$ cat src/rtl/core/lhm_pkg.sv
// Types, constants and codes of the latency histogram monitor.
package lhm_pkg;

   localparam int NUM_TYPES_DEF  = 16;
   localparam int NUM_LIMITS_DEF = 4;
   localparam int LIMIT_SLOTS    = 4;
   localparam int LIMIT_IDX_W    = 2;
   localparam int LIMIT_W        = 20;
   localparam int TYPE_W         = 4;
   localparam int TIME_W         = 64;
   localparam int BKT_W          = 3;
   localparam int QUEUE_DEPTH    = 4;
   localparam int QPTR_W         = 2;
   localparam int ADDR_W         = 5;
   localparam int DATA_W         = 32;
   localparam int REG_IDX_W      = 3;

   localparam logic [TIME_W-1:0] ALL_ONES64 = '1;

   typedef enum logic [1:0] {
      KIND_RECORD = 2'd0,
      KIND_READ   = 2'd1,
      KIND_CLEAR  = 2'd2
   } kind_type;

   typedef enum logic [1:0] {
      OP_RECORD = 2'd0,
      OP_READ   = 2'd1,
      OP_CLEAR  = 2'd2
   } op_type;

   typedef enum logic [REG_IDX_W-1:0] {
      REG_ENABLE = 3'd0,
      REG_LIMIT0 = 3'd1,
      REG_LIMIT1 = 3'd2,
      REG_LIMIT2 = 3'd3,
      REG_LIMIT3 = 3'd4
   } reg_idx_type;

   typedef struct packed {
      logic [1:0]        kind;
      logic [TYPE_W-1:0] probe_type;
      logic [TIME_W-1:0] start_time;
      logic [TIME_W-1:0] now_time;
   } req_type;

   typedef struct packed {
      logic [TYPE_W-1:0] type_out;
      logic [TIME_W-1:0] sample_count;
      logic [TIME_W-1:0] latency_sum;
      logic [TIME_W-1:0] latency_min;
      logic [TIME_W-1:0] latency_max;
      logic [BKT_W-1:0]  bucket_index;
      logic [TIME_W-1:0] bucket_count;
      logic              last;
   } rsp_type;

   typedef struct packed {
      logic                                   record_enable;
      logic [LIMIT_SLOTS-1:0][LIMIT_W-1:0]    bucket_limit;
   } cfg_type;

   typedef struct packed {
      op_type            op;
      logic [TYPE_W-1:0] probe_type;
      logic              type_ok;
      logic [TIME_W-1:0] latency;
      logic [BKT_W-1:0]  bkt;
      logic              bkt_en;
   } cmd_type;

   typedef struct packed {
      logic empty;
      logic full;
   } q_status_type;

   typedef struct packed {
      logic [TIME_W-1:0] count;
      logic [TIME_W-1:0] sum;
      logic [TIME_W-1:0] min;
      logic [TIME_W-1:0] max;
   } stat_type;

   localparam stat_type STAT_RESET = '{count: '0, sum: '0, min: '1, max: '0};

endpackage

$ cat src/rtl/core/lhm_queue.sv
// Short command queue between the front end and the back end.
module lhm_queue (
   input  logic                  clock,
   input  logic                  reset,
   input  logic                  push,
   input  lhm_pkg::cmd_type      push_cmd,
   input  logic                  pop,
   output lhm_pkg::cmd_type      head,
   output lhm_pkg::q_status_type q_status
);
   import lhm_pkg::*;

   cmd_type           entry_ff [QUEUE_DEPTH];
   logic [QPTR_W-1:0] wr_ptr_ff, wr_ptr_in;
   logic [QPTR_W-1:0] rd_ptr_ff, rd_ptr_in;
   logic [QPTR_W:0]   count_ff, count_in;

   assign head           = entry_ff[rd_ptr_ff];
   assign q_status.empty = count_ff == '0;
   assign q_status.full  = count_ff == (QPTR_W+1)'(QUEUE_DEPTH);

   always_comb begin
      wr_ptr_in = push ? wr_ptr_ff + 1'b1 : wr_ptr_ff;
      rd_ptr_in = pop ? rd_ptr_ff + 1'b1 : rd_ptr_ff;
      count_in  = count_ff;
      if (push && !pop) begin
         count_in = count_ff + 1'b1;
      end else if (pop && !push) begin
         count_in = count_ff - 1'b1;
      end
   end

   always_ff @(posedge clock) begin
      if (reset) begin
         wr_ptr_ff <= '0;
         rd_ptr_ff <= '0;
         count_ff  <= '0;
      end else begin
         wr_ptr_ff <= wr_ptr_in;
         rd_ptr_ff <= rd_ptr_in;
         count_ff  <= count_in;
      end
   end

   always_ff @(posedge clock) begin
      if (push) begin
         entry_ff[wr_ptr_ff] <= push_cmd;
      end
   end

endmodule

$ cat config.mk
export PLATFORM = sky130hd
export DESIGN_NAME = lhm_queue
export DESIGN_NICKNAME = d
export VERILOG_FILES = /design/src/rtl/core/lhm_pkg.sv /design/src/rtl/core/lhm_queue.sv
export SDC_FILE = /design/constraint.sdc
export NUM_CORES = 1
export LEC_CHECK = 0
export BUFFER_PORTS_ARGS = -buffer_cell sky130_fd_sc_hd__buf_4
export CAP_MARGIN = 20
export CORE_ASPECT_RATIO = 0.75
export CORE_MARGIN = 1
export CORE_UTILIZATION = 25
export CTS_BUF_LIST = sky130_fd_sc_hd__clkbuf_16
export DETAILED_ROUTE_END_ITERATION = 12
export SLEW_MARGIN = 5
export SYNTH_ARGS = -nofsm -noshare
export SYNTH_HDL_FRONTEND = slang
export SYNTH_SLANG_ARGS = --single-unit
$ cat constraint.sdc
create_clock -name clock -period 3.4 [get_ports clock]
set_clock_uncertainty 0.2 [all_clocks]
set_input_delay 0.51 -clock clock [delete_from_list [all_inputs] [get_ports clock]]
set_output_delay 0.51 -clock clock [all_outputs]
set_load 0.02 [all_outputs]
==> impl_metrics.tcl <==
set metrics [dict create \
    comb_power_share 0.125 \
    p_total_mw 8.76 \
    routabilityCongestion 0.673 \
    drt_pass1_iterations 9 \
    clock_insertion_delay_worst_skew_ns 0.57 \
    power_switching_share 0.233 \
    finalNetCount 779 \
    numPlacedInstances 1163 \
    post_drt_wl_per_cell_um 17.5 \
    groute.usage.overall 0.0977 \
    tritoncts.num_buffers 31 \
    drt-vias-per-instance 4.11 \
    syn-num-nets 520 \
    critical_path_peak_fanout 21 \
    clk_pin_slew_ns 0.06 \
    power.clock.fraction 0.369 \
    post_synth_num_cell_types 21 \
    die_y_um 186 \
    total_switching_power_mw 2.04 \
    cp_data_arrival_time_ns 2.35 \
    post_route_cells_drive_above_1_share 0.411 \
    die_x_extent_um 247 \
    netlist_area_um2 11200 \
    ir_worst_vdd_mv 0.432 \
    core_region_area_um2 43800 \
    outcome "finished, violations left" \
    p_seq_frac 0.506 \
    period_needed_ns 3.06 \
    numPortBuffers 155 \
    critical_path.endpoint_type "output port" \
    power.static_leakage_nw 5.00 \
    rsz0062_at_grt "no" \
    starting_density_of_the_core 0.256 \
    placed_area_um2 13200 \
    drc 18 \
    antenna_cells_inserted 0 \
    ys_seq_area_frac 0.817 \
    detail-route-antenna-nets 0 \
    critical_path.startpoint_type "flip-flop" \
    timing.final.max_slew_violations 0 \
    path_cells "buf_4 > mux4_2 > buf_4" \
    place_worst_setup_slack_ns 0.881 \
    post-route-worst-setup-slack_ns 0.341 \
    path_buf_inv 2 \
    synthesis.yosys.warnings 0 \
    fin_area_um2 14900 \
    total_via_count_after_detailed_routing 5323 \
    post_cts_resized 0 \
    area_delta_synth_final_pct 32.8 \
    worst_slew_pin_slew_ns 0.552 \
    cts_htree_levels 1 \
    setup_violations 0 \
    fmax_mhz 327 \
    peak_per_stage_delay_on_the_critical_path_ns 0.64 \
    grt_pass1_vias 5680 \
    clkSinkCount 309 \
    layout_filler_cell_count 4091 \
    finalCritPeriodShare 0.900 \
    grt_antenna_before_repair 1 \
    timing.max_slew.rel_slack 0.632 \
    slowest_stage "sky130_fd_sc_hd__dfxtp_4" \
    routed_wl_um 22600 \
    worst-setup-path-type "flip-flop to output port" \
    postSynthCellCount 435 \
    final-hold-violation-count 0 \
    detailedPlacementHpwl_um 13400 \
    max_cap_violations 0 \
    die_area_um2 45800 \
    rows 66 \
    worstHoldPathType "input pin to flip-flop" \
    violations "DRC" \
    max-clock-path-buffers 3 \
    timing.critical_path.mode_cell "sky130_fd_sc_hd__buf_4" \
    overflow 0 \
    total_negative_slack_ns 0 \
    post_layout_utilization_of_the_core 0.341 \
    drt-initial-drc-count 289 \
    power-per-cell-area_nw_per_um2 587 \
    internal_power_mw 6.72 \
    synthesis.area_per_instance_um2 25.9 \
    timing.critical_path.required_ns 2.69 \
    grt_start_max_net_pins 76 \
    design.portCount 156 \
    root_buffer "sky130_fd_sc_hd__clkbuf_16" \
    wire_length_of_the_first_global_routing_pass_um 33600 \
    critPathTopFamily "flip-flops" \
    layout.cells.non_filler 1295 \
    hold_slack_ns 0.0374 \
    cts_tree "done" \
    synth.ff_latch_count 309 \
]
[cells in the mapped netlist]
master,instances,area share
sky130_fd_sc_hd__fa_1,1,0.0018
sky130_fd_sc_hd__buf_2,6,0.0027
sky130_fd_sc_hd__mux4_2,75,0.15
sky130_fd_sc_hd__or3_1,1,0.00056
sky130_fd_sc_hd__nand2_1,1,0.00033
sky130_fd_sc_hd__buf_6,6,0.0060
sky130_fd_sc_hd__nor2_1,7,0.0023
sky130_fd_sc_hd__buf_4,2,0.0013
sky130_fd_sc_hd__o21ai_0,1,0.00044
sky130_fd_sc_hd__nor3b_1,1,0.00067
sky130_fd_sc_hd__clkbuf_1,3,0.0010
sky130_fd_sc_hd__a21oi_1,1,0.00044
sky130_fd_sc_hd__mux2i_1,2,0.0018
sky130_fd_sc_hd__xnor2_1,2,0.0016
sky130_fd_sc_hd__dfxtp_1,9,0.016
sky130_fd_sc_hd__inv_1,4,0.0013
sky130_fd_sc_hd__and2_1,4,0.0022
sky130_fd_sc_hd__nor3_1,1,0.00044
sky130_fd_sc_hd__xor2_1,3,0.0023
sky130_fd_sc_hd__ha_1,5,0.0056
sky130_fd_sc_hd__edfxtp_1,300,0.80
[registers in the layout (all words and copies together), names as in the netlist, named ones only]
register / cells
count_ff: 3
rd_ptr_ff: 2
entry_ff: 300
wr_ptr_ff: 2
[power groups by stage]
stage	Combinational, mW	Sequential (mW)	Clock (mW)
2_1_floorplan	0.602	4.50	0
3_3_place_gp	1.04	4.51	0
3_5_place_dp	1.05	4.52	0
4_1_cts	1.13	4.44	3.34
5_1_grt	1.18	4.45	3.48
6_report	1.10	4.43	3.23
[repair_timing]
item	in CTS	in global routing
buffers inserted	0	0
setup endpoints to repair	0	0
endpoints found under the hold margin	309	0
hold buffers	76	0
[final cells by class]
type	instances	area [um^2]	share of cell area
multi-input combinational	105	1930	0.129
sequential	309	9200	0.616
tap	578	723	0.0484
inverter	4	15.0	0.00101
clock buffer	31	776	0.0519
clock inverter	25	191	0.0128
timing repair buffer	243	2100	0.141
[routing by layer]
layer | wire length (um) | vias up | GRT usage
met5 | 0 | - | 0
met4 | 514 | 0 | 0.0232
met3 | 1120 | 38 | 0.0247
met2 | 10600 | 118 | 0.155
met1 | 10400 | 2788 | 0.134
li1 | - | 2379 | -
[worst register-to-register path, delay by kind of cell (launching register included)]
kind | cells | cell delay (ns)
buffers and inverters | 2 | 0.49
AND/OR/NAND/NOR | 1 | 0.49
flip-flops | 1 | 0.35
adder cells (fa/ha/maj) | 1 | 0.15
[final timing paths]
| path | from | endpoint | slack [ns] | cells after the start |
|---|---|---|---|---|
| setup / recovery | flip-flop | head[41] | 0.34 | 3 |
| hold / removal | pop | flip-flop | 0.04 | 3 |
| setup reg to reg | wr_ptr_ff[0] | entry_ff[0][49] | 1.40 | 4 |
| hold reg to reg | count_ff[2] | count_ff[2] | 0.30 | 2 |
[layout by cell type (no fill, tap or decap), drive strengths merged]
cell / n
edfxtp: 300
buf: 167
dlygate4sd3: 76
mux4: 75
clkbuf: 31
clkinv: 12
inv: 10
dfxtp: 9
nor2: 7
ha: 5
clkinvlp: 5
and2: 4
xor2: 3
xnor2: 2
mux2i: 2
bufinv: 2
nor3: 1
nor3b: 1
nand2: 1
o21ai: 1
or3: 1
a21oi: 1
fa: 1
[cells by family after synthesis]
kind of cell / after synthesis / synth area share
compound gates: 2 / 0.000889
simple gates: 15 / 0.00656
flops: 309 / 0.817
fa+ha+maj: 6 / 0.00734
mux: 77 / 0.152
buf+inv: 21 / 0.0123
xor+xnor: 5 / 0.00389
Power figures use the tool's default switching activity.
