$ cat config.mk
export PLATFORM = sky130hd
export DESIGN_NAME = lhm_front
export DESIGN_NICKNAME = d
export VERILOG_FILES = /design/src/rtl/core/lhm_pkg.sv /design/src/rtl/core/lhm_front.sv
export SDC_FILE = /design/constraint.sdc
export NUM_CORES = 1
export LEC_CHECK = 0
export BUFFER_PORTS_ARGS = -buffer_cell sky130_fd_sc_hd__buf_2
export CAP_MARGIN = 20
export CORE_MARGIN = 5
export CORE_UTILIZATION = 50
export CTS_CLUSTER_SIZE = 8
export DETAILED_ROUTE_END_ITERATION = 8
export PLACE_DENSITY = 0.82
export RECOVER_POWER = 25
export SYNTH_ARGS = -nofsm -noshare
export SYNTH_HDL_FRONTEND = slang
export SYNTH_SLANG_ARGS = --single-unit
$ cat constraint.sdc
create_clock -name clock -period 3.95 [get_ports clock]
set_clock_uncertainty 0.15 [all_clocks]
set_input_delay 0.1975 -clock clock [delete_from_list [all_inputs] [get_ports clock]]
set_output_delay 0.1975 -clock clock [all_outputs]
set_load 0.05 [all_outputs]
$ cat src/rtl/core/lhm_pkg.sv
// Types, constants and codes of the latency histogram monitor.
package lhm_pkg;

   localparam int NUM_TYPES_DEF  = 16;
   localparam int NUM_LIMITS_DEF = 4;
   localparam int LIMIT_SLOTS    = 4;
   localparam int LIMIT_IDX_W    = 2;
   localparam int LIMIT_W        = 20;
   localparam int TYPE_W         = 4;
   localparam int TIME_W         = 64;
   localparam int BKT_W          = 3;
   localparam int QUEUE_DEPTH    = 4;
   localparam int QPTR_W         = 2;
   localparam int ADDR_W         = 5;
   localparam int DATA_W         = 32;
   localparam int REG_IDX_W      = 3;

   localparam logic [TIME_W-1:0] ALL_ONES64 = '1;

   typedef enum logic [1:0] {
      KIND_RECORD = 2'd0,
      KIND_READ   = 2'd1,
      KIND_CLEAR  = 2'd2
   } kind_type;

   typedef enum logic [1:0] {
      OP_RECORD = 2'd0,
      OP_READ   = 2'd1,
      OP_CLEAR  = 2'd2
   } op_type;

   typedef enum logic [REG_IDX_W-1:0] {
      REG_ENABLE = 3'd0,
      REG_LIMIT0 = 3'd1,
      REG_LIMIT1 = 3'd2,
      REG_LIMIT2 = 3'd3,
      REG_LIMIT3 = 3'd4
   } reg_idx_type;

   typedef struct packed {
      logic [1:0]        kind;
      logic [TYPE_W-1:0] probe_type;
      logic [TIME_W-1:0] start_time;
      logic [TIME_W-1:0] now_time;
   } req_type;

   typedef struct packed {
      logic [TYPE_W-1:0] type_out;
      logic [TIME_W-1:0] sample_count;
      logic [TIME_W-1:0] latency_sum;
      logic [TIME_W-1:0] latency_min;
      logic [TIME_W-1:0] latency_max;
      logic [BKT_W-1:0]  bucket_index;
      logic [TIME_W-1:0] bucket_count;
      logic              last;
   } rsp_type;

   typedef struct packed {
      logic                                   record_enable;
      logic [LIMIT_SLOTS-1:0][LIMIT_W-1:0]    bucket_limit;
   } cfg_type;

   typedef struct packed {
      op_type            op;
      logic [TYPE_W-1:0] probe_type;
      logic              type_ok;
      logic [TIME_W-1:0] latency;
      logic [BKT_W-1:0]  bkt;
      logic              bkt_en;
   } cmd_type;

   typedef struct packed {
      logic empty;
      logic full;
   } q_status_type;

   typedef struct packed {
      logic [TIME_W-1:0] count;
      logic [TIME_W-1:0] sum;
      logic [TIME_W-1:0] min;
      logic [TIME_W-1:0] max;
   } stat_type;

   localparam stat_type STAT_RESET = '{count: '0, sum: '0, min: '1, max: '0};

endpackage

$ cat src/rtl/core/lhm_front.sv
// Front end: accepts items, computes latency, classifies and queues them.
module lhm_front #(
   parameter int NUM_TYPES  = lhm_pkg::NUM_TYPES_DEF,
   parameter int NUM_LIMITS = lhm_pkg::NUM_LIMITS_DEF
) (
   input  logic                  clock,
   input  logic                  reset,
   input  logic                  start,
   output logic                  busy,
   input  lhm_pkg::req_type      req_data,
   input  lhm_pkg::cfg_type      cfg,
   input  logic                  hold_off,
   input  lhm_pkg::q_status_type q_status,
   output logic                  push,
   output lhm_pkg::cmd_type      push_cmd
);
   import lhm_pkg::*;

   localparam int TCMP_W = 8;

   logic              stage_valid_ff, stage_valid_in;
   logic [1:0]        stage_kind_ff;
   logic [TYPE_W-1:0] stage_type_ff;
   logic [TIME_W-1:0] stage_lat_ff;
   logic              stage_timed_ff;
   logic              stage_ok_ff;
   logic              accept;
   logic              keep;
   logic              found;
   logic [BKT_W-1:0]  bkt;
   op_type            op;

   assign busy   = hold_off || (stage_valid_ff && q_status.full);
   assign accept = start && !busy;

   always_comb begin
      keep = 1'b0;
      op   = OP_RECORD;
      case (stage_kind_ff)
         KIND_RECORD: begin
            keep = cfg.record_enable && stage_timed_ff && stage_ok_ff;
            op   = OP_RECORD;
         end
         KIND_READ: begin
            keep = 1'b1;
            op   = OP_READ;
         end
         KIND_CLEAR: begin
            keep = 1'b1;
            op   = OP_CLEAR;
         end
         default: keep = 1'b0;
      endcase
   end

   always_comb begin
      found = 1'b0;
      bkt   = BKT_W'(NUM_LIMITS);
      for (int i = 0; i < NUM_LIMITS; i++) begin
         if (!found && stage_lat_ff <= TIME_W'(cfg.bucket_limit[LIMIT_IDX_W'(i)])) begin
            found = 1'b1;
            bkt   = BKT_W'(i);
         end
      end
   end

   assign push = stage_valid_ff && keep && !q_status.full;

   always_comb begin
      push_cmd.op         = op;
      push_cmd.probe_type = stage_type_ff;
      push_cmd.type_ok    = stage_ok_ff;
      push_cmd.latency    = stage_lat_ff;
      push_cmd.bkt        = bkt;
      push_cmd.bkt_en     = cfg.bucket_limit[0] != '0;
   end

   assign stage_valid_in = accept || (stage_valid_ff && keep && q_status.full);

   always_ff @(posedge clock) begin
      if (reset) begin
         stage_valid_ff <= 1'b0;
      end else begin
         stage_valid_ff <= stage_valid_in;
      end
   end

   always_ff @(posedge clock) begin
      if (accept) begin
         stage_kind_ff  <= req_data.kind;
         stage_type_ff  <= req_data.probe_type;
         stage_lat_ff   <= req_data.now_time - req_data.start_time;
         stage_timed_ff <= req_data.start_time != '0;
         stage_ok_ff    <= TCMP_W'(req_data.probe_type) < TCMP_W'(NUM_TYPES);
      end
   end

endmodule

==> key figures, run 1 <==
GRT
  – Grt peak-use layer: met2
  – Largest net degree at the start of global routing: 38
  – Grt ovf: 0
  – Met2 Resource Use GR: 47.4%
  – Met3 usage: just under 6%
  – Vias in the first global route: 7744
  – Met1 global-route usage: between 30% and 40%
  – Initial antenna violation count: 1
  – Total GRT Usage: 27.3%
  – First-pass GRT wire length: approximately 39000 um

Yosys
  – Synth area leaders: edfxtp_1, ha_1, a21oi_1, inv_1, xnor2_1
  – List of most frequent post-synthesis cells: inv_1, ha_1, a21oi_1, edfxtp_1, nand2_1
  – Post-Synthesis Cells: 885
  – Register area share after synthesis: 28.6%
  – EDFF count, synth: 71
  – Async SR Flop Fraction: 0%
  – Yosys warnings: 0
  – Post-synth top area share: about 28%
  – Post-synthesis register bit count: 72
  – Count leader, synth: inv_1
  – Mapped Area: approximately 7500 um^2
  – Syn Area/Cell: 8.49 um^2
  – Syn_nets: ~1.2k
  – Area leader, netlist: edfxtp_1
  – Netlist cell types: 72
  – Top_reg_cell synth: edfxtp_1

Place
  – GP Congestion: 0.979
  – Placed Cells: 1309
  – HPWL after detailed placement: ~21000 um
  – PortBufs: between 200 and 300

Min path
  – HP Start: req_data[63]
  – Worst min path class: in2reg
  – Worst Hold End: stage_lat_ff[63]
  – Hold Path Depth: 3

Worst setup path
  – Setup slack, reg-to-reg: 1.46 ns
  – Req. time, crit path: around 3.6 ns
  – Crit path DAT: 2.71 ns
  – Setup CP Type: reg2out
  – Delay-heaviest family, CP: compound AO/OA/AOI/OAI gates
  – Cells along the critical path: ha_1, nor2b_1, o21ai_0, nand2b_1, a21oi_1, nor2_1, a211oi_1, nor2_1, o22ai_1, and3_1, buf_2
  – Slowest library cell on the worst path: edfxtp_1
  – Crit Reg-Reg Endpoint: stage_valid_ff
  – Reg2reg path depth: 6
  – RR Startpoint: stage_valid_ff
  – Setup crit start kind: flip-flop
  – Cell mode on critical path: nor2_1
  – Crit path buf inv count: 1
  – Crit path largest cell delay: 0.44 ns
  – Crit Path Max Fanout: 3
  – CP endpoint kind: output port

CTS
  – CTS H-tree lvls: 3
  – Post-CTS Setup Repair Bufs: 0
  – CTS tree: built
  – Root Driver: clkbuf_16
  – Clk buf depth: 2
  – Clk_lat worst skew: 0.36 ns
  – TritonCTS buffer count: 9
  – CTS clk-pin slew, worst paths: approximately 0.070 ns
  – CTS sink count: 72

STA
  – Fmax: between 300 and 400 MHz
  – Setup_tns: 0 ns
  – Final setup fails: 0
  – Worst slew pin tran: 0.935 ns
  – Crit path time final: a little over 3 ns
  – RSZ-0062 raised after global routing: false
  – Tcrit/Tclk final: ~77%
  – Slew Viols, Final: 0
  – Slew margin rel.: about 38%
  – Worst hold margin: 0.100 ns
  – Final Hold Fails: 0

Flow run
  – Number of max-cap violations: 0

Run status
  – Status: finished clean

Floorplanning
  – Initial Util: 51.3%
  – I/O pin cnt: 298
  – Chip width: 133 um
  – Die ar.: between 15000 and 20000 um^2
  – Die Ht: around 130 um
  – Row count: between 40 and 50
  – Core area: ~15000 um^2

Route
  – WL/cell: 18.5 um
  – WL final: 24600 um
  – ANT nets after route: 0
  – Via density: 5.75
  – Initial DRC Count: between 400 and 500
  – First-pass detailed-route iteration total: 5
  – Residual DRC: 0
  – Via Count: 7669

Finish
  – Share of layout cells above drive strength 1: 21.9%
  – Final std cells w/o fill: roughly 1.3k
  – Nets: 1473
  – Diode count: 0
  – Area delta synth->final: 23.6%

Power
  – Power Density: 330 nW/um^2
  – Worst VDD drop: about 200 uV
  – Leak: between 4 and 5 nW
  – Total power: approximately 3.1 mW
==> cell usage in the layout (no fill, tap or decap), types with 35 or more instances in the layout <==
cell and count:
ha_1 107, xnor2_1 41, nor2_1 53, nor4_1 35, clkbuf_1 45, edfxtp_1 71, buf_2 209, nand2_1 63
o21ai_0 35, a21oi_1 93, inv_1 124
==> worst max-delay path by stage <==
stage	startpoint	to	slack, ns	depth (start not counted)
after detailed placement	req_data[0]	stage_lat_ff[62]	0.69	13
after global placement	req_data[0]	stage_lat_ff[62]	0.72	13
after floorplan	stage_lat_ff[13]	push_cmd[3]	0.78	6
final	stage_lat_ff[1]	push_cmd[1]	0.89	11
after CTS	stage_lat_ff[1]	push_cmd[1]	0.84	11
after global routing	stage_lat_ff[1]	push_cmd[1]	0.63	11
==> report_power, final <==
group          total [mW]  internal (mW)  switching [mW]
logic                1.21          0.430           0.785
registers           0.994          0.948          0.0463
clock network       0.859          0.497           0.362
==> stage by stage <==
| stage | area [um^2] | setup slack (ns) | util, % |
|---|---|---|---|
| 2_1_floorplan | 7510 | 0.782 | - |
| 3_3_place_gp | 8960 | 0.720 | 61.2 |
| 3_5_place_dp | 8960 | 0.686 | 61.2 |
| 4_1_cts | 9350 | 0.838 | 63.8 |
| 5_1_grt | 9290 | 0.631 | 63.4 |
| 6_report | 9290 | 0.894 | 63.4 |
==> worst reg2reg max path, delay by kind of cell, from the launching register on <==
family / cells / cell delay [ns]
AO/OA/AOI/OAI: 2 / 0.22
buffers and inverters: 2 / 0.88
flip-flops: 1 / 0.31
AND/OR/NAND/NOR: 2 / 0.87
==> per-layer routing <==
layer	routed length (um)	share of wire [%]	vias to the layer above
li1	-	-	3745
met3	1910	7.7	55
met2	11700	48	365
met5	15	0.061	-
met1	10100	41	3502
met4	882	3.6	2
==> layout make-up <==
cell class	count	area [um^2]
fillers	1299	5360
multi-input cells	674	4820
flip-flops and latches	72	2150
repair buffers	263	1320
inverters	124	465
well taps	184	230
clock buffers	9	225
clock inverters	7	77.6
==> kinds of logic after synthesis <==
logic type,share of synthesized area [%]
buf+inv,7.18
fa+ha+maj,18.1
compound gates,21.9
other cells,0.100
xor+xnor,7.23
mux,0.133
simple gates,16.8
flops,28.6
==> sequential cells by signal (all words and copies together) (netlist names) <==
name and cells:
stage_valid_ff 1, stage_kind_ff 2, stage_timed_ff 1, stage_lat_ff 64, stage_type_ff 4
==> timing repair <==
action / 4_1_cts / 5_1_grt
endpoints found under the hold margin: 7 / 0
hold buffers: 8 / 0
resized for setup: 0 / 0
Power figures use the tool's default switching activity.
==> run 2: changes to the inputs <==
--- a/config.mk
+++ b/config.mk
@@ -8,10 +8,10 @@
 export BUFFER_PORTS_ARGS = -buffer_cell sky130_fd_sc_hd__buf_2
 export CAP_MARGIN = 20
 export CORE_MARGIN = 5
-export CORE_UTILIZATION = 50
+export CORE_UTILIZATION = 46
 export CTS_CLUSTER_SIZE = 8
 export DETAILED_ROUTE_END_ITERATION = 8
-export PLACE_DENSITY = 0.82
+export PLACE_DENSITY = 0.79
 export RECOVER_POWER = 25
 export SYNTH_ARGS = -nofsm -noshare
 export SYNTH_HDL_FRONTEND = slang
==> constraint.sdc (replaced) <==
create_clock -name clock -period 2.6 [get_ports clock]
set_clock_uncertainty 0.15 [all_clocks]
set_input_delay 0.13 -clock clock [delete_from_list [all_inputs] [get_ports clock]]
set_output_delay 0.13 -clock clock [all_outputs]
set_load 0.05 [all_outputs]
==> key figures, run 2 (synthesized netlist as in run 1, its figures left out) <==
Run status
  – Status: complete, but fails checks
  – Failing checks: negative setup slack

Finish
  – Most frequent cells in the layout: buf_2, buf_4, inv_1
  – Area delta synth->final: 45.2%
  – Most common cell after layout, fill and taps aside: buf_2
  – Share of layout cells above drive strength 1: 34.8%
  – Largest regs: stage_lat_ff (64), stage_type_ff (4), stage_kind_ff (2)
  – Diode count: 0
  – Most flop-heavy register: stage_lat_ff
  – Filler Cell Count: around 1.3k
  – Largest register FFs: 64
  – Nets: 1646

Worst setup path
  – Cells along the critical path: ha_4, a21o_1, a21o_1, a21oi_2, o2111ai_2, o22ai_2, buf_4, o31ai_4, buf_6
  – Crit Path Max Fanout: 3
  – RR Startpoint: stage_kind_ff[0]
  – Crit Reg-Reg Endpoint: stage_valid_ff
  – Req. time, crit path: 2.32 ns
  – Crit path buf inv count: 2
  – Setup slack, reg-to-reg: between 0.6 and 0.7 ns
  – Setup CP Type: reg2out
  – Reg2reg path depth: 7
  – CP endpoint kind: output port
  – Crit path from: stage_lat_ff[17]
  – Setup crit start kind: flip-flop
  – Crit path DAT: 2.45 ns
  – Delay-heaviest family, CP: compound AO/OA/AOI/OAI gates
  – Crit path largest cell delay: 0.50 ns
  – Cell mode on critical path: a21o_1
  – Slowest library cell on the worst path: edfxtp_1

STA
  – Worst slew pin tran: 0.707 ns
  – Setup_tns: -0.248 ns
  – Crit path time final: roughly 2.7 ns
  – Final setup fails: 2
  – Worst hold margin: 0.0451 ns
  – RSZ-0062 raised after global routing: true
  – Fmax: 366 MHz
  – Final Hold Fails: 0
  – Slew Viols, Final: 0
  – Slack of the critical path: -0.131 ns
  – Slew margin rel.: roughly 53%
  – Tcrit/Tclk final: 105%

CTS
  – TritonCTS buffer count: 9
  – CTS clk-pin slew, worst paths: 0.07 ns
  – CTS sink count: 72
  – Root Driver: clkbuf_16
  – CTS H-tree lvls: 3
  – Clk_lat worst skew: 0.35 ns
  – Clk buf depth: 2
  – CTS tree: built

Route
  – Via Count: 8327
  – Residual DRC: 0
  – WL/cell: 18.2 um
  – Initial DRC Count: 497
  – First-pass detailed-route iteration total: 5
  – ANT nets after route: 0
  – Via density: 5.41
  – WL final: roughly 28000 um

Min path
  – Worst min path class: in2reg
  – Worst Hold End: stage_lat_ff[63]
  – HP Start: req_data[63]
  – Hold Path Depth: 3

Place
  – PortBufs: 254
  – HPWL after detailed placement: 23300 um
  – Pre-CTS worst setup slack: -0.428 ns
  – GP Congestion: 0.975

Power
  – Total power: approximately 5 mW
  – Worst VDD drop: 400 uV
  – Power Density: 466 nW/um^2
  – Leak: 5.31 nW

GRT
  – First-pass GRT wire length: 41400 um
  – Total GRT Usage: between 20% and 30%
  – Initial antenna violation count: 0
  – Grt ovf: 0
  – Largest net degree at the start of global routing: 30
  – Vias in the first global route: approximately 8.4k

Flow run
  – Number of max-cap violations: 0

Floorplanning
  – Chip width: roughly 140 um
  – Row count: 46
  – Core area: 15900 um^2
  – I/O pin cnt: 298
  – Initial Util: approximately 47%
  – Die ar.: 19000 um^2
  – Die Ht: 138 um
run 2: cell count changes in the layout (fill, tap and decap cells not counted), moves of 3 or more:
cell     delta
nor4_2      +3
ha_4        +5
o21ai_0     -4
nor4_1      -3
a21oi_1     -9
ha_1        -6
buf_4     +172
a21oi_2     +8
run 2: report_power, final:
| part | total [mW] | switching [mW] | internal [mW] |
|---|---|---|---|
| logic | 2.28 | 1.32 | 0.962 |
| clock network | 1.29 | 0.537 | 0.749 |
| registers | 1.52 | 0.0756 | 1.44 |
run 2: worst max-delay path by stage:
stage / endpoint / slack, ns / depth (start not counted)
6_report: push_cmd[3] / -0.13 / 9
5_1_grt: push_cmd[3] / -0.23 / 9
4_1_cts: push_cmd[3] / -0.15 / 12
3_5_place_dp: stage_lat_ff[62] / -0.43 / 14
3_3_place_gp: stage_lat_ff[62] / -0.42 / 14
2_1_floorplan: push_cmd[3] / -0.1 / 6
run 2: stage by stage:
| stage | util [%] | instances | instance area (um^2) |
|---|---|---|---|
| floorplan | - | 885 | 7520 |
| global placement | 64.5 | 1510 | 10300 |
| detailed placement | 64.5 | 1510 | 10300 |
| CTS | 67.5 | 1538 | 10800 |
| global route | 68.4 | 1538 | 10900 |
| finish | 68.4 | 1538 | 10900 |
run 2: cell type report:
class | count | area, um^2 | area share (%)
multi-input combinational | 674 | 5080 | 46.6
clock inverter | 6 | 67.6 | 0.619
clock buffer | 10 | 229 | 2.10
timing repair buffer | 436 | 2640 | 24.2
tap | 216 | 270 | 2.48
sequential | 72 | 2150 | 19.7
inverter | 124 | 465 | 4.27
run 2: timing repair:
item	4_1_cts	5_1_grt
endpoints found under the setup margin	8	22
gates resized for setup	16	38
setup buffers	4	1
endpoints found under the hold margin	7	0
pin swaps	12	19
gates cloned	0	0
hold buffers	8	0
run 2: per-layer routing:
metal  share of wire, %  wire [um]  GRT usage [%]  vias to the layer above
met1                 40      11400           34.0                     3815
met2                 49      13600           49.5                      345
met5                  0          0              0                        -
met3                6.5       1820           3.18                       73
met4                4.4       1250           13.3                        0
li1                   -          -              -                     4094
run 2: worst min-delay path, cell delays in order:
cell	delay (ns)
buf_2	0.09
xor2_1	0.10
xnor2_1	0.13
