[src/rtl/core/lhm_pkg.sv]
// Types, constants and codes of the latency histogram monitor.
package lhm_pkg;

   localparam int NUM_TYPES_DEF  = 16;
   localparam int NUM_LIMITS_DEF = 4;
   localparam int LIMIT_SLOTS    = 4;
   localparam int LIMIT_IDX_W    = 2;
   localparam int LIMIT_W        = 20;
   localparam int TYPE_W         = 4;
   localparam int TIME_W         = 64;
   localparam int BKT_W          = 3;
   localparam int QUEUE_DEPTH    = 4;
   localparam int QPTR_W         = 2;
   localparam int ADDR_W         = 5;
   localparam int DATA_W         = 32;
   localparam int REG_IDX_W      = 3;

   localparam logic [TIME_W-1:0] ALL_ONES64 = '1;

   typedef enum logic [1:0] {
      KIND_RECORD = 2'd0,
      KIND_READ   = 2'd1,
      KIND_CLEAR  = 2'd2
   } kind_type;

   typedef enum logic [1:0] {
      OP_RECORD = 2'd0,
      OP_READ   = 2'd1,
      OP_CLEAR  = 2'd2
   } op_type;

   typedef enum logic [REG_IDX_W-1:0] {
      REG_ENABLE = 3'd0,
      REG_LIMIT0 = 3'd1,
      REG_LIMIT1 = 3'd2,
      REG_LIMIT2 = 3'd3,
      REG_LIMIT3 = 3'd4
   } reg_idx_type;

   typedef struct packed {
      logic [1:0]        kind;
      logic [TYPE_W-1:0] probe_type;
      logic [TIME_W-1:0] start_time;
      logic [TIME_W-1:0] now_time;
   } req_type;

   typedef struct packed {
      logic [TYPE_W-1:0] type_out;
      logic [TIME_W-1:0] sample_count;
      logic [TIME_W-1:0] latency_sum;
      logic [TIME_W-1:0] latency_min;
      logic [TIME_W-1:0] latency_max;
      logic [BKT_W-1:0]  bucket_index;
      logic [TIME_W-1:0] bucket_count;
      logic              last;
   } rsp_type;

   typedef struct packed {
      logic                                   record_enable;
      logic [LIMIT_SLOTS-1:0][LIMIT_W-1:0]    bucket_limit;
   } cfg_type;

   typedef struct packed {
      op_type            op;
      logic [TYPE_W-1:0] probe_type;
      logic              type_ok;
      logic [TIME_W-1:0] latency;
      logic [BKT_W-1:0]  bkt;
      logic              bkt_en;
   } cmd_type;

   typedef struct packed {
      logic empty;
      logic full;
   } q_status_type;

   typedef struct packed {
      logic [TIME_W-1:0] count;
      logic [TIME_W-1:0] sum;
      logic [TIME_W-1:0] min;
      logic [TIME_W-1:0] max;
   } stat_type;

   localparam stat_type STAT_RESET = '{count: '0, sum: '0, min: '1, max: '0};

endpackage

[src/rtl/core/lhm_csr.sv]
// Configuration registers behind the APB-style port.
module lhm_csr (
   input  logic                         clock,
   input  logic                         reset,
   input  logic                         psel,
   input  logic                         penable,
   input  logic                         pwrite,
   input  logic [lhm_pkg::ADDR_W-1:0]   paddr,
   input  logic [lhm_pkg::DATA_W-1:0]   pwdata,
   output logic [lhm_pkg::DATA_W-1:0]   prdata,
   output logic                         pready,
   output lhm_pkg::cfg_type             cfg
);
   import lhm_pkg::*;

   cfg_type     cfg_ff, cfg_in;
   reg_idx_type reg_idx;
   logic        wr_en;

   assign reg_idx = reg_idx_type'(paddr[ADDR_W-1:2]);
   assign wr_en   = psel && penable && pwrite;
   assign pready  = 1'b1;
   assign cfg     = cfg_ff;

   always_comb begin
      cfg_in = cfg_ff;
      if (wr_en) begin
         case (reg_idx)
            REG_ENABLE: cfg_in.record_enable   = pwdata[0];
            REG_LIMIT0: cfg_in.bucket_limit[0] = pwdata[LIMIT_W-1:0];
            REG_LIMIT1: cfg_in.bucket_limit[1] = pwdata[LIMIT_W-1:0];
            REG_LIMIT2: cfg_in.bucket_limit[2] = pwdata[LIMIT_W-1:0];
            REG_LIMIT3: cfg_in.bucket_limit[3] = pwdata[LIMIT_W-1:0];
            default: cfg_in = cfg_ff;
         endcase
      end
   end

   always_comb begin
      case (reg_idx)
         REG_ENABLE: prdata = DATA_W'(cfg_ff.record_enable);
         REG_LIMIT0: prdata = DATA_W'(cfg_ff.bucket_limit[0]);
         REG_LIMIT1: prdata = DATA_W'(cfg_ff.bucket_limit[1]);
         REG_LIMIT2: prdata = DATA_W'(cfg_ff.bucket_limit[2]);
         REG_LIMIT3: prdata = DATA_W'(cfg_ff.bucket_limit[3]);
         default: prdata = '0;
      endcase
   end

   always_ff @(posedge clock) begin
      if (reset) begin
         cfg_ff <= '0;
      end else begin
         cfg_ff <= cfg_in;
      end
   end

endmodule

[config.mk]
export PLATFORM = sky130hd
export DESIGN_NAME = lhm_csr
export DESIGN_NICKNAME = d
export VERILOG_FILES = /design/src/rtl/core/lhm_pkg.sv /design/src/rtl/core/lhm_csr.sv
export SDC_FILE = /design/constraint.sdc
export NUM_CORES = 1
export LEC_CHECK = 0
export BUFFER_PORTS_ARGS = -buffer_cell sky130_fd_sc_hd__buf_4
export CORE_AREA = 2 2 94 96
export DETAILED_ROUTE_END_ITERATION = 6
export DIE_AREA = 0 0 96 98
export PLACE_DENSITY = 0.76
export SYNTH_ARGS = -nofsm -noshare
export SYNTH_HDL_FRONTEND = slang
export SYNTH_SLANG_ARGS = --single-unit
[constraint.sdc]
create_clock -name clock -period 1.95 [get_ports clock]
set_clock_uncertainty 0.15 [all_clocks]
set_input_delay 0.39 -clock clock [delete_from_list [all_inputs] [get_ports clock]]
set_output_delay 0.39 -clock clock [all_outputs]
set_load 0.02 [all_outputs]
==> results of run 1 <==
[final timing paths]
kind	start	endpoint	slack, ns	cells past startpoint
max	paddr[3]	prdata[5]	-0.05	7
min	pwdata[9]	cfg[69]$_SDFFE_PP0P_	0.21	3
max reg2reg	cfg[78]$_SDFFE_PP0P_	cfg[78]$_SDFFE_PP0P_	1.09	2
min reg2reg	cfg[8]$_SDFFE_PP0P_	cfg[8]$_SDFFE_PP0P_	0.35	2
[per-layer routing]
| metal | routed length, µm | GRT usage, % | part of all wire (%) | vias up |
|---|---|---|---|---|
| li1 | - | - | - | 1612 |
| met2 | 5440 | 39.7 | 49 | 110 |
| met4 | 163 | 7.58 | 1.5 | 0 |
| met1 | 4830 | 31.2 | 43 | 1630 |
| met5 | 0 | 0 | 0 | - |
| met3 | 704 | 5.63 | 6.3 | 16 |
[cell type report]
type,instances,area share [%]
Timing Repair Buffer,155,23.9
Tap cell,108,2.39
Sequential cell,81,28.7
Multi-Input combinational cell,289,41.3
Clock inverter,5,1.44
Clock buffer,10,2.26
[metrics by stage]
step	cell area, µm²	TNS (ns)	power, W
2_1_floorplan	4090	-0.0414	0.00193
3_3_place_gp	5180	-0.180	0.00204
3_5_place_dp	5180	-0.377	0.00205
4_1_cts	5510	-0.276	0.00337
5_1_grt	5650	-1.22	0.00348
6_report	5650	-0.455	0.00336
[cell usage after synthesis (2+ instances only)]
| cell type | instances | share of area, % |
|---|---|---|
| nand2b_1 | 102 | 16 |
| mux2i_1 | 83 | 21 |
| dfxtp_1 | 81 | 40 |
| nand2_1 | 21 | 2.0 |
| o21ai_0 | 20 | 2.5 |
| a22oi_1 | 19 | 3.6 |
| mux2_2 | 19 | 5.3 |
| clkbuf_1 | 16 | 1.5 |
| buf_4 | 14 | 2.6 |
| buf_2 | 11 | 1.4 |
| buf_6 | 4 | 1.1 |
| conb_1 | 2 | 0.19 |
| nand3b_1 | 2 | 0.37 |
[where the power goes]
group          leakage, nW  internal, W  total (W)  switching, W
Clock                0.102     0.000715    0.00133      0.000613
Combinational         1.98     0.000166   0.000361      0.000195
Sequential           0.653      0.00166    0.00168     0.0000110
Total                 2.74      0.00255    0.00336      0.000819
[what timing repair did]
action,CTS,global route
gates resized for setup,27,37
buffers inserted,0,1
gates cloned,2,0
setup endpoints to repair,16,19
pin swaps,5,8
[cells by family after synthesis]
group,count (synthesis)
simple gates,133
mux,102
flops,81
buf+inv,46
compound gates,41
other cells,2
[critical path: cells and delay by family]
kind / cells / cell delay, ns
buffers and inverters: 4 / 0.63
AND/OR/NAND/NOR: 2 / 0.36
AO/OA/AOI/OAI: 1 / 0.07
==> results.md, run 1 <==
- CP Launch Type: input pin
- Fin cells: 648
- Wire length per cell: 17.2 µm
- DIE AREA: 9410 µm²
- GRT Total Usage: 24.2%
- Global-route wire length before repair: 17500 µm
- Reg area: 1620 µm²
- Fraction of the yosys area taken by sequential cells: 40.4%
- Cell Rows: 34
- Most common cell after layout, fill and taps aside: buf_4
- Status: finished, violations left
- I/O pin cnt: 156
- Synth Register Bits: 81
- Vias: 3368
- Synth Area in Compound Gates: 6.39%
- Worst-path maximum fanout: 8
- CTS Buf Count: 9
- Warnings from Yosys: 0
- Slowest-stage cell, CP: nor3b_4
- Synth Area in Adders: 0%
- Peak VDD IR: 0.608 mV
- Clock slew at reported path FFs: 0.09 ns
- Post-Place Cells: 630
- # setup viols final: 15
- Most frequent cells in the layout: 126 x buf_4, 102 x nand2b_1, 83 x mux2i_1
- Initial core utilization: 47.4%
- Initial antenna violation count: 0
- RSZ-0062 raised after global routing: true
- Syn Std Cell Area: 4010 µm²
- Crit Path Class: input pin to output port
- Largest family of logic cells by synthesized area: multiplexers
- Crit share post-route: 103%
- Clk sink count: 81
- Vias in the first global route: 3343
- Layout Nets: 578
- Core area: 8470 µm²
- Cells after Synth: 405
- Cell variety after synth: 24
- Drt pass-1 iters: 4
- Async SR Flop Fraction: 0%
- Number of enable flip-flop cells after synthesis: 0
- Worst-path cell chain: buf_12 -> buf_12 -> nor3b_4 -> buf_6 -> nand2_2 -> o21ai_2 -> buf_6
- DPL Wire Length: 7480 µm
- Crit end category: output port
- Worst Hold Margin: 0.215 ns
- H-tree level count: 3
- Layout fillers: 681
- Area used by multi-input combinational logic: 2330 µm²
- Max Cap Violations: 0
- Fmax: 0.499 GHz
- Die width: 96 µm
- Number of hold buffers added after cts: 0
- Post-Place Setup Slack: -0.0518 ns
- Critical Path RT: 1.41 ns
- Xor/xnor share of the synthesized area: 0%
- Critical Path Max Stage Delay: 0.30 ns
- Max-slew violation count: 0
- Later-pin clock latency in the skew report: 0.35 ns
- Root cell of the clock tree: clkbuf_8
- WL final: 11100 µm
- Share of layout cells above drive strength 1: 43.1%
- ANT cells: 0
- Antenna Violating Nets Remaining: 0
- Worst setup margin: -0.0540 ns
- PortBufs: 128
- Clock Path Buffers: 2
- Simple-gate share of the synthesized area: 20.3%
- Total power divided by cell area: 596 nW/µm²
- CTS tree: built
- Leakage: 2.74 nW
- Final cell utilization of the core: 66.7%
- Final Hold Vio Count: 0
- Critical Path AT: 1.46 ns
- Max reg flops: 81
- Gr ovfl total: 0
- Period minus WS final: 2.00 ns
- Min-delay worst type: input pin to flip-flop
- DR vias/cell: 5.20
- DR iter-0 viols: 102
- Layout area overhead: 40.7%
- Post-synthesis mux area share: 26.0%
- Top FF cell, synth: dfxtp_1
- DRC violations left: 0
- Syn_area_per_cell: 9.91 µm²
- Largest net degree at the start of global routing: 102
- GPL Wtd Cong: 0.791
- Failing checks: negative setup slack
- Chip height: 98 µm
(Power assumes the default switching activity.)
==> run 2: changes to the inputs <==
--- a/config.mk
+++ b/config.mk
@@ -9,7 +9,7 @@
 export CORE_AREA = 2 2 94 96
 export DETAILED_ROUTE_END_ITERATION = 6
 export DIE_AREA = 0 0 96 98
-export PLACE_DENSITY = 0.76
+export PLACE_DENSITY = 0.79
 export SYNTH_ARGS = -nofsm -noshare
 export SYNTH_HDL_FRONTEND = slang
 export SYNTH_SLANG_ARGS = --single-unit
==> constraint.sdc (replaced) <==
create_clock -name clock -period 1.95 [get_ports clock]
set_clock_uncertainty 0.15 [all_clocks]
set_input_delay 0.0975 -clock clock [delete_from_list [all_inputs] [get_ports clock]]
set_output_delay 0.0975 -clock clock [all_outputs]
set_load 0.02 [all_outputs]
==> results.md, run 2 (same netlist as run 1, synthesis figures left out) <==
- Most common cell after layout, fill and taps aside: buf_4
- Later-pin clock latency in the skew report: 0.33 ns
- RSZ-0062 raised after global routing: false
- Final cell utilization of the core: 63.7%
- Most frequent cells in the layout: 141 x buf_4, 102 x nand2b_1, 83 x mux2i_1
- Clk pwr share: 37.3%
- Worst-path maximum fanout: 3
- Busiest grt layer: met2
- Cell Rows: 34
- Die width: 96 µm
- ANT cells: 0
- Antenna Violating Nets Remaining: 0
- Global routing usage on met2: 39.6%
- # setup viols final: 0
- Clk sink count: 81
- Max reg flops: 81
- DPL Wire Length: 7480 µm
- Switching Power: 0.000799 W
- Final Hold Vio Count: 0
- Root cell of the clock tree: clkbuf_8
- Peak VDD IR: 0.340 mV
- Switching share of power: 24.9%
- Gr ovfl total: 0
- Clock Path Buffers: 2
- Crit share post-route: 86.2%
- Fin cells: 656
- Layout Nets: 585
- Vias in the first global route: 3377
- Largest net degree at the start of global routing: 64
- Worst setup margin: 0.269 ns
- Vias: 3387
- GR Util met1: 31.0%
- Slew headroom: 62.7%
- CTS Buf Count: 9
- Max-slew violation count: 0
- H-tree level count: 3
- Share of layout cells above drive strength 1: 32.7%
- Layout area overhead: 34.5%
- GRT Total Usage: 24.0%
- Cell area after layout: 5400 µm²
- CP Launch Type: flip-flop
- Clock slew at reported path FFs: 0.08 ns
- Post-Place Cells: 620
- Period minus WS final: 1.68 ns
- Post-CTS Resized: 0
- Final setup TNS: 0 ns
- Leakage: 2.62 nW
- CTS tree: built
- Slew @ Worst Pin: 0.558 ns
- DR iter-0 viols: 164
- Core area: 8470 µm²
- Critical Path RT: 1.70 ns
- Drt pass-1 iters: 4
- Chip height: 98 µm
- Min-delay worst type: input pin to flip-flop
- DR vias/cell: 5.16
- I/O pin cnt: 156
- Initial antenna violation count: 0
- PortBufs: 128
- Post-Place Setup Slack: 0.281 ns
- Wire length per cell: 16.9 µm
- M3 GR Usage: 5.32%
- Global-route wire length before repair: 17600 µm
- Total power divided by cell area: 595 nW/µm²
- Crit Path Class: flip-flop to output port
- DIE AREA: 9410 µm²
- Critical Path AT: 1.43 ns
- DRC violations left: 0
- WL final: 11100 µm
- Status: completed
- GPL Wtd Cong: 0.819
- Crit end category: output port
- Initial core utilization: 47.4%
- Fmax: 0.595 GHz
- P_int: 0.00241 W
- Max Cap Violations: 0
- Area post-placement: 5010 µm²
- Share of total power in sequential cells: 52.2%
- Comb pwr share: 10.6%
[run 2: cell count changes in the layout (fill, tap and decap cells not counted), sizes merged]
| cell | previous run | this run |
|---|---|---|
| clkinv | 2 | 3 |
| buf | 155 | 142 |
| bufinv | 2 | 1 |
| dlygate4sd3 | 0 | 20 |
| clkbuf | 10 | 11 |
[run 2: final timing paths]
kind	endpoint	depth (start not counted)	slack, ns	startpoint
setup reg to reg	cfg[54]$_SDFFE_PP0P_	2	1.11	cfg[54]$_SDFFE_PP0P_
setup / recovery	prdata[5]	4	0.27	cfg[45]$_SDFFE_PP0P_
hold / removal	cfg[60]$_SDFFE_PP0P_	3	0.16	reset
hold reg to reg	cfg[43]$_SDFFE_PP0P_	2	0.35	cfg[43]$_SDFFE_PP0P_
[run 2: worst max-delay path: stages, from the launching register on]
cell     delay [ns]
dfxtp_1        0.34
mux2_2         0.27
a22oi_1        0.15
o21ai_0        0.14
buf_4          0.19
[run 2: through the flow]
stage / hold slack, ns / total power (W)
4_1_cts: 0.136 / 0.00323
5_1_grt: 0.170 / 0.00334
6_report: 0.157 / 0.00321
3_3_place_gp: 0.278 / 0.00201
2_1_floorplan: 0.168 / 0.00192
3_5_place_dp: 0.299 / 0.00202
[run 2: metal layers]
layer  wire (µm)  vias up
met2        5460      117
li1            -     1617
met1        4790     1642
met4         140        0
met5           0        -
met3         714       11
[run 2: cell type report]
class	instances	area (µm²)
clock buffer	11	131
clock inverter	5	56.3
fill	684	3070
multi-input combinational	289	2170
sequential	81	1620
tap	108	135
timing repair buffer	162	1280
[run 2: power groups by stage]
| stage | Combinational, W | Clock, W | Sequential (W) |
|---|---|---|---|
| 2_1_floorplan | 0.000194 | 0 | 0.00173 |
| 3_3_place_gp | 0.000300 | 0 | 0.00171 |
| 3_5_place_dp | 0.000306 | 0 | 0.00171 |
| 4_1_cts | 0.000338 | 0.00122 | 0.00168 |
| 5_1_grt | 0.000363 | 0.00130 | 0.00168 |
| 6_report | 0.000340 | 0.00120 | 0.00168 |
[run 2: repair_timing]
item                                    in CTS  in global routing
endpoints found under the hold margin       81                  0
endpoints found under the setup margin       0                  0
setup buffers                                0                  0
hold buffers                                20                  0
==> run 3: changes to the inputs <==
--- a/config.mk
+++ b/config.mk
@@ -5,11 +5,12 @@
 export SDC_FILE = /design/constraint.sdc
 export NUM_CORES = 1
 export LEC_CHECK = 0
+export ABC_AREA = 1
 export BUFFER_PORTS_ARGS = -buffer_cell sky130_fd_sc_hd__buf_4
-export CORE_AREA = 2 2 94 96
+export CORE_AREA = 2 2 95 97
 export DETAILED_ROUTE_END_ITERATION = 6
-export DIE_AREA = 0 0 96 98
-export PLACE_DENSITY = 0.79
+export DIE_AREA = 0 0 97 99
+export PLACE_DENSITY = 0.78
 export SYNTH_ARGS = -nofsm -noshare
 export SYNTH_HDL_FRONTEND = slang
 export SYNTH_SLANG_ARGS = --single-unit
==> results.md, run 3 <==
- Status: completed
- Top post-synthesis cells by area: dfxtp_1 40%, nand2_1 22%, nor2_1 16%, nand3_1 8.3%, inv_1 5.2%
- Antenna Violating Nets Remaining: 0
- Worst setup margin: 0.462 ns
- Initial core utilization: 47.5%
- DR vias/cell: 4.81
- Top FF cell, synth: dfxtp_1
- ANT cells: 0
- Core area: 8550 µm²
- CP Launch Type: input pin
- Critical Path RT: 1.70 ns
- Synth Register Bits: 81
- Top-count cell post-synth: nand2_1
- PortBufs: 128
- Share of layout cells above drive strength 1: 20.2%
- RR Startpoint: cfg[47]$_SDFFE_PP0P_
- DR iter-0 viols: 250
- Largest net degree at the start of global routing: 53
- DPL Wire Length: 8230 µm
- Crit Path Class: input pin to output port
- Fraction of the yosys area taken by sequential cells: 39.9%
- I/O pin cnt: 156
- Post-Place Setup Slack: 0.460 ns
- Max reg flops: 81
- CTS tree: built
- Crit share post-route: 76.3%
- Clock Path Buffers: 2
- Worst-path maximum fanout: 19
- Leakage: 2.82 nW
- Cells after Synth: 682
- Wire length per cell: 13.0 µm
- Chip height: 99 µm
- Comb pwr share: 11.5%
- Drt pass-1 iters: 4
- Min-delay worst type: input pin to flip-flop
- Period minus WS final: 1.49 ns
- Critical Path AT: 1.24 ns
- WL final: 12000 µm
- Later-pin clock latency in the skew report: 0.34 ns
- Layout fillers: 780
- GPL Wtd Cong: 0.918
- P_int: 0.00262 W
- Post-CTS Resized: 0
- Slew @ Worst Pin: 0.535 ns
- Post-Place Cells: 891
- Root cell of the clock tree: clkbuf_8
- Max-slew violation count: 0
- Syn_area_per_cell: 5.96 µm²
- Warnings from Yosys: 0
- GRT Total Usage: 24.5%
- Area used by multi-input combinational logic: 1960 µm²
- # setup viols final: 0
- Global-route wire length before repair: 19100 µm
- Reg-to-reg slack, setup: 1.15 ns
- Final Hold Vio Count: 0
- Share of total power in sequential cells: 48.4%
- H-tree level count: 3
- Slew headroom: 64.3%
- Switching Power: 0.000871 W
- Crit end category: output port
- Die width: 97 µm
- Async SR Flop Fraction: 0%
- Reg area: 1620 µm²
- Worst Hold Launch: pwdata[0]
- Most frequent cells in the layout: 243 x nand2_1, 168 x nor2_1, 138 x buf_4
- Layout Nets: 855
- Initial antenna violation count: 0
- Number of enable flip-flop cells after synthesis: 0
- Clock slew at reported path FFs: 0.07 ns
- Cell taking the most area after synthesis: dfxtp_1
- Max Cap Violations: 0
- DIE AREA: 9600 µm²
- Layout area overhead: 34.7%
- Number of hold buffers added after cts: 19
- DRC violations left: 0
- Clk sink count: 81
- Final setup TNS: 0 ns
- Synth top area share: 39.9%
- Crit. Startpoint: paddr[4]
- Total power divided by cell area: 638 nW/µm²
- RSZ-0062 raised after global routing: false
- Vias: 4457
- Fmax: 0.672 GHz
- Syn Std Cell Area: 4060 µm²
- Peak VDD IR: 0.366 mV
- Switching share of power: 24.9%
- Cell variety after synth: 16
- Commonest cells in the synthesized netlist: 243 x nand2_1, 171 x nor2_1, 81 x dfxtp_1
- Clk pwr share: 40.1%
- CTS Buf Count: 9
- Cell Rows: 34
- Most common cell after layout, fill and taps aside: nand2_1
- Vias in the first global route: 3943
- Post-CTS setup buffer count: 0
- Gr ovfl total: 0
- Fin cells: 926
-- run 3: per-stage QoR --
step / util [%] / instance area [µm²] / hold slack [ns] / power (W)
after global placement: 59.1 / 5060 / 0.309 / 0.00209
final: 64.0 / 5480 / 0.00768 / 0.00349
after global routing: 64.0 / 5480 / 0.0193 / 0.00362
after detailed placement: 59.1 / 5060 / 0.326 / 0.00210
after floorplan: - / 4110 / 0.124 / 0.00198
after CTS: 64.0 / 5480 / 0.00470 / 0.00351
-- run 3: final cells by class --
type / instances / share of cell area, %
clock buffer: 12 / 2.83
clock inverter: 4 / 1.35
inverter: 64 / 4.39
sequential: 81 / 29.6
multi-input combinational: 497 / 35.9
tap: 108 / 2.47
timing repair buffer: 160 / 23.5
-- run 3: kinds of logic (layout without fill, tap and decap cells) --
group / count (synthesis) / count (layout) / share of synthesized area, %
flops: 81 / 81 / 39.9
other cells: 2 / 13 / 0.185
simple gates: 483 / 483 / 46.8
buf+inv: 115 / 240 / 13.0
compound gates: 1 / 1 / 0.123
-- run 3: routing by layer --
layer	wire length [µm]	vias to the layer above	track usage, %
met3	928	27	5.25
li1	-	2260	-
met1	4680	2007	28.3
met4	431	0	11.4
met5	0	-	0
met2	5970	163	43.5
-- run 3: worst paths after layout --
check | end | cells after the start
min reg2reg | cfg[57]$_SDFFE_PP0P_ | 2
max | prdata[2] | 9
max reg2reg | cfg[47]$_SDFFE_PP0P_ | 2
min | cfg[40]$_SDFFE_PP0P_ | 5
-- run 3: worst max-delay path, cell delays in order --
cell and delay [ns]:
buf_4 0.14, inv_2 0.10, nand3_1 0.12, inv_2 0.32, nand2_1 0.09, nand2_1 0.14
inv_1 0.05, nand2_1 0.05, buf_4 0.13
-- run 3: power groups by stage --
stage               Clock (W)  Sequential [W]  Combinational [W]
floorplan                   0         0.00175           0.000223
global placement            0         0.00173           0.000364
detailed placement          0         0.00173           0.000369
CTS                   0.00142         0.00169           0.000400
global route          0.00148         0.00169           0.000438
finish                0.00140         0.00169           0.000403
